## config.mk

```make
export PLATFORM = sky130hd
export DESIGN_NAME = rational_add_reduce_top
export DESIGN_NICKNAME = d
export VERILOG_FILES = /design/src/hdl/rar_pkg.sv /design/src/hdl/rar_serial_mul.sv /design/src/hdl/rar_serial_div.sv /design/src/hdl/rational_add_reduce_top.sv
export SDC_FILE = /design/constraint.sdc
export NUM_CORES = 2
export LEC_CHECK = 0
export ABC_AREA = 1
export CAP_MARGIN = 5
export CORE_AREA = 5 5 457 459
export CTS_BUF_LIST = sky130_fd_sc_hd__clkbuf_8 sky130_fd_sc_hd__clkbuf_16
export DETAILED_ROUTE_END_ITERATION = 10
export DIE_AREA = 0 0 462 464
export DONT_BUFFER_PORTS = 1
export MAX_ROUTING_LAYER = met4
export PLACE_DENSITY = 0.54
export SYNTH_ARGS = -nofsm -noshare
export SYNTH_HDL_FRONTEND = slang
export SYNTH_SLANG_ARGS = --single-unit
```

## constraint.sdc

```tcl
create_clock -name clk -period 9.6 [get_ports clk]
set_clock_uncertainty 0.1 [all_clocks]
set_input_delay 1.92 -clock clk [delete_from_list [all_inputs] [get_ports clk]]
set_output_delay 1.92 -clock clk [all_outputs]
set_load 0.005 [all_outputs]
```

## src/hdl/rar_pkg.sv

```systemverilog
// ----------------------------------------------------------------------------
// rar_pkg
// shared types and constants for the fraction add and reduce block
// ----------------------------------------------------------------------------
package rar_pkg;

  localparam int MagWidth = 64;
  localparam int CntWidth = 7;

  typedef enum logic [3:0] {
    ST_IDLE,
    ST_MUL,
    ST_ADD,
    ST_GCD,
    ST_DIVN,
    ST_DIVD,
    ST_DONE
  } state_t;

endpackage

```

## src/hdl/rar_serial_mul.sv

```systemverilog
// ----------------------------------------------------------------------------
// rar_serial_mul
// shift-and-add multiplier, one multiplier bit per cycle
// ----------------------------------------------------------------------------
module rar_serial_mul import rar_pkg::*; #(
  parameter int OpWidth = 32
) (
  input  logic                clk,
  input  logic                rst_n,
  input  logic                start,
  input  logic [OpWidth-1:0]  op_a,
  input  logic [OpWidth-1:0]  op_b,
  output logic                busy,
  output logic [MagWidth-1:0] prod
);

  logic [MagWidth-1:0] acc_r, mcand_r;
  logic [OpWidth-1:0]  mplier_r;
  logic [CntWidth-1:0] cnt_r;
  logic                busy_r;

  always_ff @(posedge clk) begin
    if (!rst_n) begin
      busy_r <= 1'b0;
      cnt_r  <= '0;
    end else if (start) begin
      busy_r   <= 1'b1;
      cnt_r    <= CntWidth'(OpWidth);
      acc_r    <= '0;
      mcand_r  <= MagWidth'(op_a);
      mplier_r <= op_b;
    end else if (busy_r) begin
      if (mplier_r[0]) acc_r <= acc_r + mcand_r;
      mcand_r  <= mcand_r << 1;
      mplier_r <= mplier_r >> 1;
      cnt_r    <= cnt_r - 1'b1;
      if (cnt_r == CntWidth'(1)) busy_r <= 1'b0;
    end
  end

  assign busy = busy_r;
  assign prod = acc_r;

endmodule

```

## src/hdl/rar_serial_div.sv

```systemverilog
// ----------------------------------------------------------------------------
// rar_serial_div
// restoring divider, one quotient bit per cycle, gives quotient and remainder
// ----------------------------------------------------------------------------
module rar_serial_div import rar_pkg::*; (
  input  logic                clk,
  input  logic                rst_n,
  input  logic                start,
  input  logic [MagWidth-1:0] dividend,
  input  logic [MagWidth-1:0] divisor,
  output logic                busy,
  output logic [MagWidth-1:0] quot,
  output logic [MagWidth-1:0] rem
);

  logic [MagWidth-1:0] q_r, r_r, d_r;
  logic [CntWidth-1:0] cnt_r;
  logic                busy_r;
  logic [MagWidth:0]   trial;
  logic [MagWidth:0]   shifted;

  assign shifted = {r_r, q_r[MagWidth-1]};
  assign trial   = shifted - {1'b0, d_r};

  always_ff @(posedge clk) begin
    if (!rst_n) begin
      busy_r <= 1'b0;
      cnt_r  <= '0;
    end else if (start) begin
      busy_r <= 1'b1;
      cnt_r  <= CntWidth'(MagWidth);
      q_r    <= dividend;
      r_r    <= '0;
      d_r    <= divisor;
    end else if (busy_r) begin
      if (!trial[MagWidth]) begin
        r_r <= trial[MagWidth-1:0];
        q_r <= {q_r[MagWidth-2:0], 1'b1};
      end else begin
        r_r <= shifted[MagWidth-1:0];
        q_r <= {q_r[MagWidth-2:0], 1'b0};
      end
      cnt_r <= cnt_r - 1'b1;
      if (cnt_r == CntWidth'(1)) busy_r <= 1'b0;
    end
  end

  assign busy = busy_r;
  assign quot = q_r;
  assign rem  = r_r;

endmodule

```

## src/hdl/rational_add_reduce_top.sv

```systemverilog
// ----------------------------------------------------------------------------
// rational_add_reduce_top
// adds two signed fractions and reduces the sum to lowest terms
// ----------------------------------------------------------------------------
// sequence: three cross products, then euclid steps and the two final divisions;
//   a zero denominator or zero sum goes straight from the add to the result
// throughput: one word in flight, the next is taken the cycle after the
//   result register loads; a stalled result holds the sequencer in ST_DONE
// reset: synchronous active-low rst_n returns the sequencer to idle, no
//   word held
module rational_add_reduce_top import rar_pkg::*; #(
  parameter int OPERAND_WIDTH = 32
) (
  input  logic               clk,
  input  logic               rst_n,
  input  logic               in_valid,
  output logic               in_stall,
  input  logic signed [31:0] in_a_num,
  input  logic signed [31:0] in_a_den,
  input  logic signed [31:0] in_b_num,
  input  logic signed [31:0] in_b_den,
  output logic               out_valid,
  input  logic               out_stall,
  output logic signed [63:0] out_sum_num,
  output logic [61:0]        out_sum_den,
  output logic               out_div_zero
);

  localparam int W = OPERAND_WIDTH;

  // sign and magnitude of each operand (magnitude can be 2^(W-1), needs W bits)
  logic [W-1:0] an_mag_r, ad_mag_r, bn_mag_r, bd_mag_r;
  logic         an_neg_r, ad_neg_r, bn_neg_r, bd_neg_r;

  state_t state_r, state_nxt;
  logic [1:0] mstep_r, mstep_nxt;   // which cross product is running
  logic [MagWidth-1:0] p0_r, p1_r, den_r;
  logic [MagWidth-1:0] y_r, nm_r;   // euclid divisor, numerator magnitude
  logic       res_neg_r, p0_neg_r, p1_neg_r;
  logic       busy_wait_r;          // a unit was started last cycle

  logic signed [63:0] out_num_r;
  logic [61:0]        out_den_r;
  logic               out_dz_r, out_valid_r;

  // signed sum of the two cross products
  logic [MagWidth-1:0] sum_mag;
  logic                sum_neg;

  // multiplier hookup
  logic               mul_start, mul_busy;
  logic [W-1:0]       mul_a, mul_b;
  logic [MagWidth-1:0] mul_prod;
  // divider hookup
  logic               div_start, div_busy;
  logic [MagWidth-1:0] div_n, div_d, div_q, div_r;

  function automatic logic [W-1:0] mag_of(input logic [31:0] raw);
    logic [W-1:0] x;
    x = raw[W-1:0];
    return x[W-1] ? (~x + 1'b1) : x;
  endfunction

  rar_serial_mul #(.OpWidth(W)) u_mul (
    .clk, .rst_n, .start(mul_start), .op_a(mul_a), .op_b(mul_b),
    .busy(mul_busy), .prod(mul_prod)
  );

  rar_serial_div u_div (
    .clk, .rst_n, .start(div_start), .dividend(div_n), .divisor(div_d),
    .busy(div_busy), .quot(div_q), .rem(div_r)
  );

  logic in_acc, out_acc, unit_idle, out_free, out_load;
  assign in_stall  = (state_r != ST_IDLE);
  assign in_acc    = in_valid && !in_stall;
  assign out_acc   = out_valid_r && !out_stall;
  assign unit_idle = !busy_wait_r && !mul_busy && !div_busy;
  // result register can take a word when empty or being read this edge
  assign out_free  = !out_valid_r || !out_stall;
  assign out_load  = (state_r == ST_DONE) && out_free;

  // operand select for the shared multiplier: ad*bd, an*bd, bn*ad
  always_comb begin
    mul_a = ad_mag_r;
    mul_b = bd_mag_r;
    case (mstep_r)
      2'd1:    begin mul_a = an_mag_r; mul_b = bd_mag_r; end
      2'd2:    begin mul_a = bn_mag_r; mul_b = ad_mag_r; end
      default: begin mul_a = ad_mag_r; mul_b = bd_mag_r; end
    endcase
  end

  // divider operands: first euclid step, later steps, then the two reductions
  always_comb begin
    div_n = nm_r;
    div_d = y_r;
    case (state_r)
      ST_ADD:  begin div_n = sum_mag; div_d = den_r; end
      ST_GCD:  if (div_r != '0) begin
        div_n = y_r;
        div_d = div_r;
      end
      ST_DIVN: begin div_n = den_r; div_d = y_r; end
      default: ;
    endcase
  end

  // sum of the cross products as sign and magnitude
  always_comb begin
    if (p0_neg_r == p1_neg_r) begin
      sum_mag = p0_r + p1_r;
      sum_neg = p0_neg_r;
    end else if (p0_r >= p1_r) begin
      sum_mag = p0_r - p1_r;
      sum_neg = p0_neg_r;
    end else begin
      sum_mag = p1_r - p0_r;
      sum_neg = p1_neg_r;
    end
  end

  // sequencer
  always_comb begin
    state_nxt = state_r;
    mstep_nxt = mstep_r;
    mul_start = 1'b0;
    div_start = 1'b0;
    case (state_r)
      ST_IDLE: if (in_acc) begin
        state_nxt = ST_MUL;
        mstep_nxt = 2'd0;
      end
      ST_MUL: if (unit_idle) begin
        // first pass just launches; middle passes collect and launch the next, the last collects
        mstep_nxt = mstep_r + 2'd1;
        if (mstep_r == 2'd3) state_nxt = ST_ADD;
        else mul_start = 1'b1;
      end
      ST_ADD: begin
        if (den_r == '0 || sum_mag == '0) state_nxt = ST_DONE;
        else begin
          state_nxt = ST_GCD;
          div_start = 1'b1;
        end
      end
      ST_GCD: if (unit_idle) begin
        // zero remainder: y_r is the gcd, start reducing the numerator
        div_start = 1'b1;
        if (div_r == '0) state_nxt = ST_DIVN;
      end
      ST_DIVN: if (unit_idle) begin
        state_nxt = ST_DIVD;
        div_start = 1'b1;
      end
      ST_DIVD: if (unit_idle) state_nxt = ST_DONE;
      ST_DONE: if (out_free) state_nxt = ST_IDLE;
      default: state_nxt = ST_IDLE;
    endcase
  end

  always_ff @(posedge clk) begin
    if (!rst_n) begin
      state_r     <= ST_IDLE;
      mstep_r     <= 2'd0;
      busy_wait_r <= 1'b0;
      out_valid_r <= 1'b0;
    end else begin
      state_r     <= state_nxt;
      mstep_r     <= mstep_nxt;
      busy_wait_r <= mul_start || div_start;
      out_valid_r <= out_load ? 1'b1 : (out_acc ? 1'b0 : out_valid_r);
    end
  end

  // datapath registers
  always_ff @(posedge clk) begin
    if (in_acc) begin
      an_mag_r <= mag_of(in_a_num); an_neg_r <= in_a_num[W-1];
      ad_mag_r <= mag_of(in_a_den); ad_neg_r <= in_a_den[W-1];
      bn_mag_r <= mag_of(in_b_num); bn_neg_r <= in_b_num[W-1];
      bd_mag_r <= mag_of(in_b_den); bd_neg_r <= in_b_den[W-1];
    end
    if (state_r == ST_MUL && unit_idle) begin
      case (mstep_r)
        2'd1:    begin den_r <= mul_prod; end
        2'd2:    begin p0_r <= mul_prod; p0_neg_r <= an_neg_r ^ bd_neg_r; end
        2'd3:    begin p1_r <= mul_prod; p1_neg_r <= bn_neg_r ^ ad_neg_r; end
        default: ;
      endcase
    end
    if (state_r == ST_ADD) begin
      y_r       <= den_r;
      nm_r      <= sum_mag;
      res_neg_r <= sum_neg ^ ad_neg_r ^ bd_neg_r;
    end
    if (state_r == ST_GCD && unit_idle && div_r != '0) y_r <= div_r;
    if (state_r == ST_DIVN && unit_idle) nm_r <= div_q;
    if (state_r == ST_DIVD && unit_idle) den_r <= div_q;
    if (out_load) begin
      if (den_r == '0) begin
        out_num_r <= '0; out_den_r <= 62'd1; out_dz_r <= 1'b1;
      end else if (nm_r == '0) begin
        out_num_r <= '0; out_den_r <= 62'd1; out_dz_r <= 1'b0;
      end else begin
        out_num_r <= res_neg_r ? -$signed(nm_r) : $signed(nm_r);
        out_den_r <= den_r[61:0];
        out_dz_r  <= 1'b0;
      end
    end
  end

  assign out_valid    = out_valid_r;
  assign out_sum_num  = out_num_r;
  assign out_sum_den  = out_den_r;
  assign out_div_zero = out_dz_r;

  // --------------------------------------------------------------------------
  // checks
  // --------------------------------------------------------------------------
  a_no_accept_busy: assert property (@(posedge clk) disable iff (!rst_n)
    state_r != ST_IDLE |-> in_stall)
    else $error("input taken while busy");

  a_units_exclusive: assert property (@(posedge clk) disable iff (!rst_n)
    !(mul_busy && div_busy))
    else $error("multiplier and divider both running");

  a_out_den_pos: assert property (@(posedge clk) disable iff (!rst_n)
    out_valid_r |-> out_den_r != '0)
    else $error("zero denominator on output");

  a_out_hold: assert property (@(posedge clk) disable iff (!rst_n)
    out_valid_r && out_stall |=> out_valid_r && $stable(out_num_r) &&
      $stable(out_den_r) && $stable(out_dz_r))
    else $error("stalled result word changed");

endmodule

```

### Yosys cells after proc, flatten, opt, wreduce, memory -nomap -nowiden

Index checks and enable logic that the tools add are counted.

| cells by class | value |
|---|---|
| multiplexer cells | 65 |
| reductions and logical operators | 48 |
| add/subtract/negate cells | 13 |
| equal/unequal tests | 20 |
| bitwise operators | 9 |
| magnitude comparators | 1 |

Operators by type and width:

| kind | number |
|---|---|
| 2-to-1 mux 64 bit | 19 |
| logical NOT 64 bit | 4 |
| one-hot mux 64 bit (3 select lines) | 1 |
| adder 32 x 1 -> 32 bit (second input constant) | 4 |
| adder 64 bit | 2 |
| 2-to-1 mux 32 bit | 4 |
| inverter 32 bit | 4 |
| one-hot mux 64 bit (2 select lines) | 1 |
| subtractor 64 bit | 2 |
| 2-to-1 mux 31 bit | 4 |
| subtractor 65 x 64 -> 65 bit | 1 |
| >= comparator 64 bit | 1 |
| negator 64 bit | 1 |
| one-hot mux 32 bit (2 select lines) | 1 |
| nonzero test 64 bit | 1 |
| 2-to-1 mux 4 bit | 8 |
| one-hot mux 4 bit (7 select lines) | 1 |
| nonzero test 2 bit | 9 |
| 2-to-1 mux 1 bit | 17 |
| != test 2 bit (second input constant) | 8 |
| == test 7 x 1 -> 1 bit (second input constant) | 2 |
| 2-to-1 mux 7 bit | 2 |
| subtractor 7 x 1 -> 7 bit (second input constant) | 2 |
| == test 4 x 3 -> 1 bit (second input constant) | 3 |
| other kinds (22) | 54 |

| storage, ports and cells | value |
|---|---|
| input bits | 132 |
| word-level logic and storage cells | 196 |
| output and inout bits | 129 |
| register bits after elaboration | 958 |

### Logic depth before layout (Yosys ltp)

| depth | value |
|---|---|
| depth after elaboration | 9 |
| depth in mapped cells | 32 |
| mapped depth without buffers | 29 |

### Cells and area by module

A second synthesis with hierarchy kept.

| second synthesis, totals | value |
|---|---|
| cells, all modules | 11,140 |
| area total of the unflattened synthesis | 75,886.5 um^2 |

By module, submodules not included:

| module | cells an instance | area each (um^2) | instances |
|---|---|---|---|
| rational_add_reduce_top | 7,158 | 48,779.3 | 1 |
| rar_serial_div | 2,143 | 14,586.5 | 1 |
| rar_serial_mul | 1,839 | 12,520.8 | 1 |

### Least setup slack after synthesis

OpenSTA, ideal clock, no wires.

| timing path | value |
|---|---|
| kind | input-to-reg |
| from | input in_valid |
| to | register ad_mag_r[0], enable pin |
| path slack | 1,481 ps |
| arrival time | 7,395 ps |
| path buffers | 0 |
| stages | 2 |
| required time | 8,875 ps |
| path through | inv_1 nor2_1 |

| between the ends | value |
|---|---|
| longest elaborated chain between the ends | 1 |

Ends and longest elaborated chain:

| what | RTL line | RTL |
|---|---|---|
| start, declared | rational_add_reduce_top.sv:16 | `input logic in_valid,` |
| logical AND 1 bit | rational_add_reduce_top.sv:76 | `assign in_acc = in_valid && !in_stall;` |
| via in_acc | rational_add_reduce_top.sv:74 | `logic in_acc, out_acc, unit_idle, out_free, out_load;` |
| end signal, assigned | rational_add_reduce_top.sv:180 | `ad_mag_r <= mag_of(in_a_den); ad_neg_r <= in_a_den[W-1];` |
| end, declared | rational_add_reduce_top.sv:32 | `logic [W-1:0] an_mag_r, ad_mag_r, bn_mag_r, bd_mag_r;` |

The timed path passes the listed nets, and every way through them passes these cells.
A chain may end at the register's enable or synchronous reset.

### Final worst setup path

| timing path | value |
|---|---|
| from | register p0_r[0] |
| to | register u_div.r_r[8] (netlist: u_div.rem[8]), enable pin |

| between the ends | value |
|---|---|
| longest elaborated chain between the ends | 9 |

Ends and longest elaborated chain:

| what | RTL line | RTL |
|---|---|---|
| start, declared | rational_add_reduce_top.sv:37 | `logic [MagWidth-1:0] p0_r, p1_r, den_r;` |
| start signal, assigned | rational_add_reduce_top.sv:187 | `2'd2: begin p0_r <= mul_prod; p0_neg_r <= an_neg_r ^ bd_neg_r; end` |
| subtractor 64 bit, or another cell as far along | rational_add_reduce_top.sv:118 | `sum_mag = p1_r - p0_r;` |
| 2-to-1 mux 64 bit | rational_add_reduce_top.sv:114 | `end else if (p0_r >= p1_r) begin` |
| 2-to-1 mux 64 bit * | rational_add_reduce_top.sv:111 | `if (p0_neg_r == p1_neg_r) begin` |
| logical NOT 64 bit * | rational_add_reduce_top.sv:141 | `if (den_r == '0 \|\| sum_mag == '0) state_nxt = ST_DONE;` |
| logical OR 1 bit * | rational_add_reduce_top.sv:141 |  |
| 2-to-1 mux 1 bit * | rational_add_reduce_top.sv:141 |  |
| one-hot mux 1 bit (2 select lines) * | rational_add_reduce_top.sv:129 | `case (state_r)` |
| nonzero test 2 bit (no line) * | - |  |
| AND reduction 2 bit (no line) * | - |  |
| end signal, assigned | rar_serial_div.sv:37 | `r_r <= trial[MagWidth-1:0];` |
| end signal, assigned | rar_serial_div.sv:40 | `r_r <= shifted[MagWidth-1:0];` |
| end, declared | rar_serial_div.sv:16 | `logic [MagWidth-1:0] q_r, r_r, d_r;` |

Mark *: on every way between the ends. The rest lies on a longest branch, timed or not.

==> results.md <==
- Worst hold stages: 2
- First-pass GRT wire length: 457000 um
- IO Port Bufs: 0
- IO Pins: 261
- Antenna violations before repair: 16
- Final worst path period need: 7.76 ns
- DR iter-0 viols: 6504
- Clk sinks: 957
- Clock Tree Buf Depth: 3
- R2r endpoint: u_div.rem[8]
- Worst Hold Launch: u_mul.cnt_r[1]
- R2r setup slk: 1.84 ns
- Starting Density: 34.8%
- Setup Viol. Count Final: 0
- Crit Reg-Reg Startpoint: p0_r[0]
- Gr ovfl total: 0
- Most used cell, CP: nand2_1
- Critical path arrival: 8.06 ns
- Post_cts resized: 0
- Setup TNS Final: 0 ns
- Clock slew at the register clock pins of the worst setup and hold paths: 0.07 ns
- Slowest CP cell: nand2_4
- Post-synthesis sequential area ratio: 40.1%
- Slew Limit Headroom: 21.7%
- Period utilization: 80.9%
- DIE HEIGHT: 464 um
- Distinct cells, synth: 60
- Post-Syn Instances: 9697
- CTS tree: built
- Vias per inst: 5.30
- H-tree levels: 3
- Synth Cell Area: 71000 um2
- Final Hold Violating Endpoints: 0
- Worst path max stage delay: 0.85 ns
- Placer's final routability congestion estimate: 1.00
- TritonRoute pass-1 iters: 6
- PwrDens: 266 nW/um2
- Post-route ant nets: 0
- Clock Latency Late Sink: 0.79 ns
- WS Path Type: flop to flop
- Peak supply drop: 0.282 mV
- Final #Nets: 10031
- Critical path fanouts, max: 76
- Total wire length: 327000 um
- Largest area contributor in the netlist: edfxtp_1
- Number of buffers added for setup after CTS: 0
- Largest cells by area after synthesis: edfxtp_1 (39%), nand2_1 (14%), inv_1 (8.8%)
- Yosys top cell area share: 39.5%
- All-Layer GR Usage: 30.4%
- Synth top cells by count: nand2_1 (2734), inv_1 (1672), nor2_1 (1002)
- Peak Freq: 129 MHz
- Worst setup margin: 1.84 ns
- DIE AREA: 214000 um2
- Post-synth EDFFs: 934
- FF+latch count, synth: 957
- Total CTS buffers: 115
- Worst-Margin Slew: 1.16 ns
- R2R depth: 29
- Rows: 166
- DPL Wire Length: 272000 um
- Worst EP required: 9.90 ns
- Critical Path Source Type: flop
- Core footprint: 204000 um2
- Max-Cap Viols: 0
- Syn_area_per_cell: 7.32 um2
- Post-Syn Nets: 10163
- Vias: 65476
- Vias in the first global route: 63106
- Largest net degree at the start of global routing: 129
- Cell with the most instances after synthesis: nand2_1
- Leak pwr: 0.0347 uW
- WHS: 0.386 ns
- DIE WIDTH: 462 um
- Yosys warnings: 0
- Outcome: finished clean
- Hold EP: u_mul.cnt_r[1]
- CTS Hold Buffers Added: 0
- Fin. max-slew vios: 0
- Root buffer cell: clkbuf_16
- Layout cell share with drive strength beyond 1: 4.44%
- Pre-CTS setup slack: 1.85 ns
- Syn-to-layout area delta: 8.96%
- Predominant post-synthesis flop cell: edfxtp_1
- Post-route DRC: 0
- RSZ-0062 raised after global routing: false
- Detail-routed net length per standard cell: 26.4 um
- # fillers: 21540
- Synth async-reset ratio: 0%
- Critical Path Sink Type: flop
- Worst Hold Class: flop to flop
metrics by stage:
stage | power [uW] | util, % | area, um2 | instances
floorplan | 12900 | - | 71000 | 9697
global route | 21800 | 37.9 | 77400 | 12354
finish | 20600 | 37.9 | 77400 | 12355
CTS | 20600 | 37.9 | 77400 | 12352
detailed placement | 16100 | 36.1 | 73500 | 12136
global placement | 16100 | 36.0 | 73500 | 12135
final cells by class:
class | instances | area (um2) | area share [%]
Timing Repair Buffer | 60 | 475 | 0.614
Clock inverter | 93 | 820 | 1.06
Tap cell | 2688 | 3360 | 4.35
Clock buffer | 123 | 3010 | 3.89
Multi-Input combinational cell | 6731 | 34800 | 45.0
Inverter | 1700 | 6390 | 8.26
Antenna cell | 3 | 7.51 | 0.00970
Sequential cell | 957 | 28500 | 36.8
how the worst max path moves through the flow:
stage	start	slack, ns	endpoint
after floorplan	in_valid	1.48	ad_mag_r[0]
final	p0_r[0]	1.84	u_div.rem[8]
after detailed placement	p0_r[0]	1.85	u_div.quot[7]
after global routing	p0_r[47]	1.42	u_div.quot[22]
after CTS	p0_r[0]	1.77	u_div.quot[22]
after global placement	p0_r[55]	1.90	u_div.rem[4]
metal layers:
layer	part of all wire, %	track usage, %	vias up
met5	0	-	-
met4	5.7	14.3	0
met3	5.7	3.41	492
met2	47	49.5	2427
met1	42	37.7	31223
li1	-	-	31334
state kept, by name, indices dropped and copies added (netlist names), 2 cells and up:
signal and count:
den_r 64, nm_r 64, out_sum_num 64, p0_r 64, p1_r 64, u_div.d_r 64
u_div.quot 64, u_div.rem 64, u_mul.mcand_r 64, u_mul.prod 64, y_r 64, out_sum_den 62
ad_mag_r 32, an_mag_r 32, bd_mag_r 32, bn_mag_r 32, u_mul.mplier_r 32, u_div.cnt_r 7
u_mul.cnt_r 7, state_r 3, mstep_r 2
report_power, final:
part	total [uW]	switching (uW)	internal, uW
registers	7080	834	6250
clock network	4480	1890	2580
logic	9050	6350	2690
layout by cell type, fill, tap and decap left out, types with 11 or more instances in the layout:
cell type / count
nor2_1: 991
bufinv_16: 12
dfxtp_1: 23
a22o_1: 32
o2111ai_1: 69
nor4_1: 61
ha_1: 328
xor2_1: 210
o221ai_1: 68
nor2_2: 16
o21ai_0: 572
nor3_1: 103
o31ai_1: 12
o21a_1: 39
inv_1: 1686
or2_2: 15
a211oi_2: 49
a31oi_1: 118
nand2_1: 2724
a21boi_0: 11
o21ai_1: 64
edfxtp_1: 934
nand4_1: 93
nand3_1: 327
clkinv_1: 26
a21oi_1: 574
nor2_4: 13
inv_2: 23
nand2_2: 23
clkbuf_16: 117
buf_4: 58
a21oi_2: 24
xnor2_1: 90
o21bai_1: 18
clkinv_2: 21
cells by family (layout without fill, tap and decap cells):
group                      Yosys count  count (layout)  synth area share, %
xor gates and xnor gates           301             301                 3.71
other                                0               3                    0
adders and majority gates          334             334                 5.94
DFF                                957             957                 40.1
AOI/OAI and AO/OA                 1683            1683                 14.0
muxes                                1               1               0.0141
and+or+nand+nor                   4412            4412                 25.1
buffers and inverters             2009            1976                 11.1
critical path: cells and delay by family, from the launching register on:
family                     cells  cell delay (ns)
adders and majority gates      2             0.70
and+or+nand+nor               24             5.36
DFF                            1             0.42
buffers and inverters          3             0.58
(Power assumes the default switching activity.)
